$ cat config.mk
export PLATFORM = sky130hd
export DESIGN_NAME = rntb_ctrl
export DESIGN_NICKNAME = d
export VERILOG_FILES = /design/src/rtree_node_branch_table_macros.svh /design/src/rntb_pkg.sv /design/src/rntb_ctrl.sv
export SDC_FILE = /design/constraint.sdc
export NUM_CORES = 1
export LEC_CHECK = 0
export BUFFER_PORTS_ARGS = -buffer_cell sky130_fd_sc_hd__buf_2
export CELL_PAD_IN_SITES_DETAIL_PLACEMENT = 0
export CELL_PAD_IN_SITES_GLOBAL_PLACEMENT = 1
export CORE_AREA = 4 4 41 43
export DETAILED_ROUTE_END_ITERATION = 6
export DIE_AREA = 0 0 45 47
export PLACE_DENSITY_LB_ADDON = 0.12
export REMOVE_ABC_BUFFERS = 1
export SETUP_SLACK_MARGIN = 0.2
export SYNTH_ARGS = -nofsm -noshare
export SYNTH_HDL_FRONTEND = slang
export SYNTH_SLANG_ARGS = --single-unit
$ cat constraint.sdc
create_clock -name clk -period 2.2 [get_ports clk]
set_input_delay 0.11 -clock clk [delete_from_list [all_inputs] [get_ports clk]]
set_output_delay 0.11 -clock clk [all_outputs]
set_load 0.02 [all_outputs]
$ cat src/rtree_node_branch_table_macros.svh
// Assertion macros for the R-tree node branch table
`ifndef RTREE_NODE_BRANCH_TABLE_MACROS_SVH
`define RTREE_NODE_BRANCH_TABLE_MACROS_SVH

// same-cycle implication
`define RNTB_ASSERT_IMP(lbl, ante, cons, msg) \
    lbl: assert property (@(posedge clk) disable iff (!rst_n) (ante) |-> (cons)) \
        else $error(msg);

// next-cycle implication
`define RNTB_ASSERT_NXT(lbl, ante, cons, msg) \
    lbl: assert property (@(posedge clk) disable iff (!rst_n) (ante) |=> (cons)) \
        else $error(msg);

`endif

$ cat src/rntb_pkg.sv
// Shared types and codes for the R-tree node branch table
`default_nettype none
package rntb_pkg;

    localparam logic [1:0] KIND_ADD    = 2'd0;
    localparam logic [1:0] KIND_REMOVE = 2'd1;
    localparam logic [1:0] KIND_PICK   = 2'd2;
    localparam logic [1:0] KIND_COVER  = 2'd3;

    localparam logic [1:0] STATUS_OK      = 2'd0;
    localparam logic [1:0] STATUS_FULL    = 2'd1;
    localparam logic [1:0] STATUS_BADSLOT = 2'd2;

    typedef struct packed {
        logic load_q;
        logic start_scan;
        logic scan_step;
        logic load_imm;
        logic load_scan;
    } cmd_t;

    typedef struct packed {
        logic busy;
        logic scan_last;
    } sts_t;

endpackage
`default_nettype wire

$ cat src/rntb_ctrl.sv
// Controller state machine for the R-tree node branch table
`default_nettype none
module rntb_ctrl (
    input  wire logic           clk,
    input  wire logic           rst_n,
    input  wire logic           in_valid,
    output logic                in_stall,
    input  wire logic [1:0]     kind,
    output logic                out_valid,
    input  wire logic           out_stall,
    output rntb_pkg::cmd_t      cmd,
    input  wire rntb_pkg::sts_t sts
);

    localparam logic [1:0] S_IDLE   = 2'd0;
    localparam logic [1:0] S_SCAN   = 2'd1;
    localparam logic [1:0] S_DRAIN  = 2'd2;
    localparam logic [1:0] S_FINISH = 2'd3;

    logic [1:0] state_reg, state_next;
    logic       out_valid_reg, out_valid_next;
    logic       accept, take, imm_kind;

    assign imm_kind  = (kind == rntb_pkg::KIND_ADD) || (kind == rntb_pkg::KIND_REMOVE);
    assign in_stall  = (state_reg != S_IDLE) || (out_valid_reg && out_stall && imm_kind);
    assign accept    = in_valid && !in_stall;
    assign take      = out_valid_reg && !out_stall;
    assign out_valid = out_valid_reg;

    always_comb
    begin
        state_next = state_reg;
        cmd        = '0;
        unique case (state_reg)
            S_IDLE:
            begin
                if (accept)
                begin
                    cmd.load_q = 1'b1;
                    if (imm_kind)
                    begin
                        cmd.load_imm = 1'b1;
                    end
                    else
                    begin
                        cmd.start_scan = 1'b1;
                        state_next     = S_SCAN;
                    end
                end
            end
            S_SCAN:
            begin
                cmd.scan_step = 1'b1;
                if (sts.scan_last)
                begin
                    state_next = S_DRAIN;
                end
            end
            S_DRAIN:
            begin
                if (!sts.busy)
                begin
                    state_next = S_FINISH;
                end
            end
            S_FINISH:
            begin
                if (!out_valid_reg || take)
                begin
                    cmd.load_scan = 1'b1;
                    state_next    = S_IDLE;
                end
            end
            default:
            begin
                state_next = S_IDLE;
            end
        endcase
    end

    always_comb
    begin
        out_valid_next = out_valid_reg;
        if (cmd.load_imm || cmd.load_scan)
        begin
            out_valid_next = 1'b1;
        end
        else if (take)
        begin
            out_valid_next = 1'b0;
        end
    end

    always_ff @(posedge clk or negedge rst_n)
    begin
        if (!rst_n)
        begin
            state_reg     <= S_IDLE;
            out_valid_reg <= 1'b0;
        end
        else
        begin
            state_reg     <= state_next;
            out_valid_reg <= out_valid_next;
        end
    end

endmodule
`default_nettype wire

; Word-level counts from Yosys, hierarchy flattened
; Index checks and enable logic that the tools add are counted.
[classes]
n_addsub = 0
n_mul = 0
div_mod_pow = 0
order_cmp = 0
n_eq_ne = 9
shift = 0
muxes = 17
bitwise = 0
n_reduce_logical = 16
[ops]
columns = op, n
row1 = $mux 2, 7
row2 = $ne 2x2->1 const B, 5
row3 = $mux 1, 9
row4 = $pmux 2 s4, 1
row5 = $reduce_and 5->1, 1
row6 = $eq 2x1->1 const B, 2
row7 = $eq 2x2->1 const B, 2
row8 = $logic_and 1x1->1, 4
row9 = $logic_not 2->1, 2
row10 = $logic_or 1x1->1, 4
row11 = $reduce_bool 2->1, 2
row12 = $logic_not 1->1, 3
[word_totals]
ff_bits = 3
latch_bits = 0
ramBits = 0
rom_bits = 0
input_bits = 8
out_inout_bits = 7
wordCells = 44
n_memories = 0

; Longest topological paths before layout
; Gate-level depths: netlist of run 1.
[logic_depth]
ltp_word = 10
mapped_depth = 5
depth_no_buf = 5

; Least setup slack after synthesis of run 1
; Ideal clock, no wire load.
[synth_timing]
kind = register to register
from = reg state_reg[1]
to = reg state_reg[1]
setup_ns = 0.125
arrival_time_ns = 1.378
required_ns = 2.075
slack_ns = 0.697
path_stages_with_launch = 6
n_path_buf = 0
synth_period_minus_slack_ns = 1.503
path_cell_list = dfrtp_1 > inv_1 > ha_1 > inv_1 > o2111ai_2 > mux2_4
[synth_via]
elab_chain_cells = 6
elab_cells_between_ends = 15
cone_classes = eq/ne (8) / mux (1) / reduce/logical (6)
[synth_lines]
columns = item, line_no
row1 = "start, declared", rntb_ctrl.sv:20  ; logic [1:0] state_reg, state_next;
row2 = "start signal, assigned", rntb_ctrl.sv:103  ; state_reg <= state_next;
row3 = $reduce_bool 2->1, rntb_ctrl.sv:25  ; assign in_stall = (state_reg != S_IDLE) || (out_valid_reg && out_stall && imm_kind);
row4 = $logic_or 1x1->1, rntb_ctrl.sv:25
row5 = $logic_not 1->1, rntb_ctrl.sv:26  ; assign accept = in_valid && !in_stall;
row6 = $logic_and 1x1->1, rntb_ctrl.sv:26
row7 = $ne 2x2->1 (no line), -
row8 = $reduce_and 5->1 (no line), -
; Parallel ways exist; a longest one is shown, timed or not.
; A chain may end at the register's enable or synchronous reset.

==> impl_metrics.env, run 1 <==
export IMPL_io_pins=15
export IMPL_finalWeightedCongestion=0.6934
export IMPL_ys_flop_type="dfrtp_1"
export IMPL_relSlewSlack_pct=83.92
export IMPL_drive_gt1_share_pct=41.30
export IMPL_synthDistinctLibCells=15
export IMPL_grt_pass1_wl_um=1041
export IMPL_grt_pass1_vias=265
export IMPL_crit_slowest_cell="dfrtp_1"
export IMPL_async_reset_ff_share_pct=100.0
export IMPL_ir_drop_mv=0.3331
export IMPL_crit_chain="inv_1 -> ha_1 -> nand2_1 -> nor3b_1 -> buf_2"
export IMPL_htreeDepth=1
export IMPL_synthTopCellsByCount="5 x ha_1, 3 x dfrtp_1, 3 x inv_1, 3 x nand2_1, 3 x nor2_1"
export IMPL_cts_tree="done"
export IMPL_clkPwrFrac_pct=17.6
export IMPL_largest_reg_flops=2
export IMPL_end_kind="output pin"
export IMPL_clk_pin_slew_ps=40
export IMPL_syn_area_per_cell_um2=9.384
export IMPL_grt_max_degree=7
export IMPL_port_buffers=13
export IMPL_finClkSkew_ps=3.212
export IMPL_ys_seq_area_share_pct=28.57
export IMPL_cts_setup_buffers=0
export IMPL_cts_buffers=3
export IMPL_worst_slew_pin_transition_ps=241.3
export IMPL_worstSetupStartpointType="flip-flop"
export IMPL_yosysMostFrequentCell="ha_1"
export IMPL_viasPerCell=4.230
export IMPL_fill_cells=154
export IMPL_synth_seq_cells=3
export IMPL_p_int_mw=0.3069
export IMPL_seq_power_share_pct=21.0
export IMPL_ys_warn_count=0
export IMPL_worst_path_max_fanout=4
export IMPL_fp_row_count=13
export IMPL_hold_viol=0
export IMPL_netlist_area_um2=262.8
export IMPL_drt_wirelength_per_cell_um=10.43
export IMPL_die_h_um=47
export IMPL_core_mm2=0.001301
export IMPL_path_delay_family="flip-flops"
export IMPL_p_leak_nw=0.2118
export IMPL_p_sw_mw=0.2428
export IMPL_dr_pass1_iters=1
export IMPL_dieArea_mm2=0.002115
export IMPL_tns_ps=0
export IMPL_outcome="completed"
export IMPL_rsz0062_at_grt="no"
export IMPL_worstPathRequired_ps=2090
export IMPL_netSwitchingFraction_pct=44.17
export IMPL_grt_use_total_pct=7.668
export IMPL_placed_area_um2=346.6
export IMPL_final_nets=60
export IMPL_root_buffer="clkbuf_4"
export IMPL_period_share_pct=70.31
export IMPL_vias=258
export IMPL_synthTopCellsByArea="dfrtp_1 29%, ha_1 24%, mux2_4 5.7%"
export IMPL_dp_hpwl_um=551.1
export IMPL_path_buf_inv=2
export IMPL_p_comb_share_pct=61.4
export IMPL_finalSetupViolations=0
export IMPL_antenna_found_initial=0
export IMPL_wl_um=636
export IMPL_drv_slew=0
export IMPL_die_w_um=45
export IMPL_yosysTopAreaCellShare_pct=28.57
export IMPL_min_path_type="input port to flip-flop"
export IMPL_ant_nets=0
export IMPL_critical_path_class="flip-flop to output pin"
export IMPL_synthCells=28
export IMPL_final_area_um2=382.9
export IMPL_cts_sinks=3
export IMPL_grt_overflow=0
export IMPL_drc_errors=0
export IMPL_critical_path_max_stage_delay_ps=400
export IMPL_fin_crit_ps=1547
export IMPL_arrival_ps=1440
export IMPL_clock_latency_ps=230
export IMPL_initial_utilization_pct=20.19
export IMPL_synth_top_cell_by_area="dfrtp_1"
export IMPL_clk_path_buf_depth=2
export IMPL_drt_iter0_markers=0
export IMPL_syn_to_final_growth_pct=45.71
export IMPL_maxCapViolations=0
export IMPL_powerDensity_mw_per_mm2=1436
export IMPL_diodes=0
export IMPL_max_freq_ghz=0.6465
export IMPL_synth_edf_count=0
[power by group through the flow]
stage               clock [mW]  sequential [mW]  combinational, mW
floorplan                    0            0.121              0.246
detailed placement           0            0.117              0.343
finish                  0.0965            0.115              0.338
CTS                      0.103            0.116              0.345
global placement             0            0.115              0.339
global route             0.106            0.118              0.381
[cells in the final DEF (no fill, tap or decap)]
cell type       n
nor2_1          3
clkbuf_4        3
mux2_4          1
nand2_1         3
and3_2          1
o2111ai_2       1
a21bo_1         1
nor3b_1         1
inv_1           3
ha_1            5
a21oi_1         1
nand3_1         1
o21ai_0         2
buf_2          13
and2_1          1
dlygate4sd3_1   1
dfrtp_1         3
mux2i_1         1
clkbuf_1        1
[through the flow]
stage                     util (%)  hold slack (ps)  power (mW)  worst slack (ps)  instances
after floorplan                  -           -185.6      0.3675             696.9         28
after global placement       26.63           -93.00      0.4536             708.5         56
after detailed placement     26.63           -91.18      0.4599             694.8         56
after CTS                    29.42            134.1      0.5640             627.4         61
after global routing         29.42            160.3      0.6055             579.9         61
final                        29.42            137.2      0.5496             653.1         61
[final timing paths]
kind                              start           end  slack, ps  cells after the start
max in group asynchronous         rst_n  state_reg[0]       1890                      2
min in group asynchronous         rst_n     out_valid        200                      2
hold reg to reg               out_valid     out_valid        550                      2
hold / removal                  kind[1]     out_valid        140                      2
setup / recovery           state_reg[0]        cmd[1]        650                      5
setup reg to reg           state_reg[0]  state_reg[1]        710                      5
[routing by layer]
layer,track usage [%],routed length [um],vias to the layer above
met3,3.065,66,4
met2,10.17,278,10
li1,-,-,130
met1,7.973,265,114
met5,0,0,-
met4,10.53,26,0
[cells by family after synthesis]
kind of cell,after synthesis,synth area share (%)
compound gates,5,15.23
fa+ha+maj,5,23.81
buf+inv,3,4.285
flops,3,28.57
mux,2,9.522
simple gates,10,18.57
[cell type report]
| type | instances | area [um^2] | share of cell area [%] |
|---|---|---|---|
| multi-input combinational | 22 | 176.4 | 46.08 |
| sequential | 3 | 75.07 | 19.61 |
| timing repair buffer | 14 | 75.07 | 19.61 |
| clock buffer | 4 | 26.28 | 6.863 |
| tap | 15 | 18.77 | 4.902 |
| inverter | 3 | 11.26 | 2.941 |
[what timing repair did]
action | 4_1_cts | 5_1_grt
endpoints found under the setup margin | 0 | 0
resized for setup | 0 | 0
hold buffers | 1 | 0
hold endpoints to repair | 3 | 0
Power figures use the tool's default switching activity.
==> run 2, diff against run 1 <==
Clock period 2.2 ns to 1.32 ns, I/O delays scaled along.
==> run 2 against run 1 <==
The run now ends with setup timing left. Cell area grew 55%. Largest cell class unchanged. Sequential share of layout area is 7.0 points lower. First-iteration DRC count rose by 2. Flip-flop and latch count unchanged. Sequential power grew 71%. Critical path depth is 1 higher. Highest routed layer unchanged.
==> impl_metrics.env, run 2 (synthesized netlist as in run 1, its figures left out) <==
export IMPL_die_w_um=45
export IMPL_dr_pass1_iters=2
export IMPL_critical_path_max_stage_delay_ps=390
export IMPL_fin_crit_ps=1431
export IMPL_powerDensity_mw_per_mm2=2539
export IMPL_largest_reg_flops=2
export IMPL_grt_max_degree=7
export IMPL_crit_slowest_cell="dfrtp_1"
export IMPL_mostFrequentLayoutCells="13 x buf_4, 8 x buf_2, 6 x buf_6"
export IMPL_post_place_cells=63
export IMPL_root_buffer="clkbuf_4"
export IMPL_grt_pass1_vias=360
export IMPL_worstSetupStartpointType="flip-flop"
export IMPL_drv_slew=0
export IMPL_arrival_ps=1550
export IMPL_core_mm2=0.001301
export IMPL_htreeDepth=1
export IMPL_tns_ps=-398.9
export IMPL_die_h_um=47
export IMPL_multi_input_area_um2=247.7
export IMPL_end_kind="flip-flop"
export IMPL_worst_slew_pin_transition_ps=205.9
export IMPL_grt_overflow=0
export IMPL_path_delay_family="flip-flops"
export IMPL_cts_tree="done"
export IMPL_violations="setup timing"
export IMPL_cts_buffers=3
export IMPL_setup_ws_ps=-111.1
export IMPL_regArea_um2=75.07
export IMPL_clk_path_buf_depth=2
export IMPL_max_freq_ghz=0.6988
export IMPL_placed_area_um2=399.1
export IMPL_cts_sinks=3
export IMPL_finalSetupViolations=5
export IMPL_vias=316
export IMPL_period_share_pct=108.4
export IMPL_layout_commonest_cell="buf_4"
export IMPL_clock_latency_ps=240
export IMPL_outcome="finished, violations left"
export IMPL_relSlewSlack_pct=86.27
export IMPL_ant_nets=0
export IMPL_min_path_type="input port to flip-flop"
export IMPL_drc_errors=0
export IMPL_maxCapViolations=0
export IMPL_final_area_um2=594.3
export IMPL_drt_wirelength_per_cell_um=10.72
export IMPL_worst_path_max_fanout=3
export IMPL_finalWeightedCongestion=0.6743
export IMPL_path_buf_inv=2
export IMPL_dp_hpwl_um=573.6
export IMPL_drive_gt1_share_pct=73.33
export IMPL_ir_drop_mv=1.015
export IMPL_dieArea_mm2=0.002115
export IMPL_hold_viol=0
export IMPL_finClkSkew_ps=0.4185
export IMPL_viasPerCell=4.213
export IMPL_port_buffers=13
export IMPL_critical_path_class="flip-flop to flip-flop"
export IMPL_worstPathRequired_ps=1440
export IMPL_syn_to_final_growth_pct=126.2
export IMPL_fp_row_count=13
export IMPL_rsz0062_at_grt="yes"
export IMPL_fill_cells=135
export IMPL_grt_pass1_wl_um=1462
export IMPL_drt_iter0_markers=2
export IMPL_crit_chain="inv_2 -> buf_4 -> ha_2 -> nand2_2 -> o2111ai_4 -> mux2_4"
export IMPL_antenna_found_initial=0
export IMPL_p_leak_nw=0.2929
export IMPL_initial_utilization_pct=20.19
export IMPL_diodes=0
export IMPL_clk_pin_slew_ps=40
export IMPL_layoutNonFillerInstCount=75
export IMPL_final_nets=74
export IMPL_grt_use_total_pct=10.45
export IMPL_wl_um=804
export IMPL_io_pins=15
run 2: cell types whose count changed in the layout (fill, tap and decap cells not counted), sizes merged:
cell and delta:
buf +14
run 2: layout make-up:
type                            count  area share (%)
Clock buffer                        4           4.421
Inverter                            3           1.895
Sequential cell                     3           12.63
Tap cell                           15           3.158
Multi-Input combinational cell     22           41.68
Timing Repair Buffer               28           36.21
run 2: worst paths after layout:
check	from	to	depth (start not counted)	slack (ps)
max in group asynchronous	rst_n	state_reg[0]	2	1060
worst max-delay path	state_reg[0]	state_reg[1]	6	-110
worst max register to register	state_reg[0]	state_reg[1]	6	-110
min in group asynchronous	rst_n	state_reg[1]	2	150
worst min-delay path	out_stall	out_valid	3	110
worst min register to register	out_valid	out_valid	2	580
run 2: per-stage QoR:
step	hold WS, ps	utilization, %	worst slack, ps	power, mW
6_report	105.8	45.67	-111.1	1.509
5_1_grt	114.6	45.67	-183.0	1.639
4_1_cts	97.47	44.52	-106.1	1.456
3_5_place_dp	-136.9	30.67	-127.0	0.9311
3_3_place_gp	-137.6	30.67	-113.5	0.9144
2_1_floorplan	-229.6	-	-183.1	0.6125
run 2: worst register-to-register path, cell delays in order, from the launching register on:
cell and delay (ps):
dfrtp_1 390, inv_2 70, buf_4 140, ha_2 190
nand2_2 80, o2111ai_4 130, mux2_4 320
run 2: report_power, final:
part	internal, mW	switching, mW
logic	0.657	0.486
registers	0.144	0.0522
clock network	0.114	0.0558
run 2: what timing repair did:
| action | CTS | global route |
|---|---|---|
| hold buffers | 1 | 0 |
| gates resized for setup | 24 | 3 |
| pin swaps | 4 | 3 |
| endpoints found under the setup margin | 9 | 9 |
| endpoints found under the hold margin | 3 | 0 |
| buffers inserted | 6 | 1 |
run 2: per-layer routing:
| layer | global-route usage [%] | part of all wire [%] | up-vias |
|---|---|---|---|
| met5 | 0 | 0 | - |
| met4 | 12.28 | 3.4 | 0 |
| met3 | 3.831 | 7.2 | 4 |
| met2 | 15.25 | 49 | 10 |
| met1 | 10.76 | 41 | 144 |
| li1 | - | - | 158 |
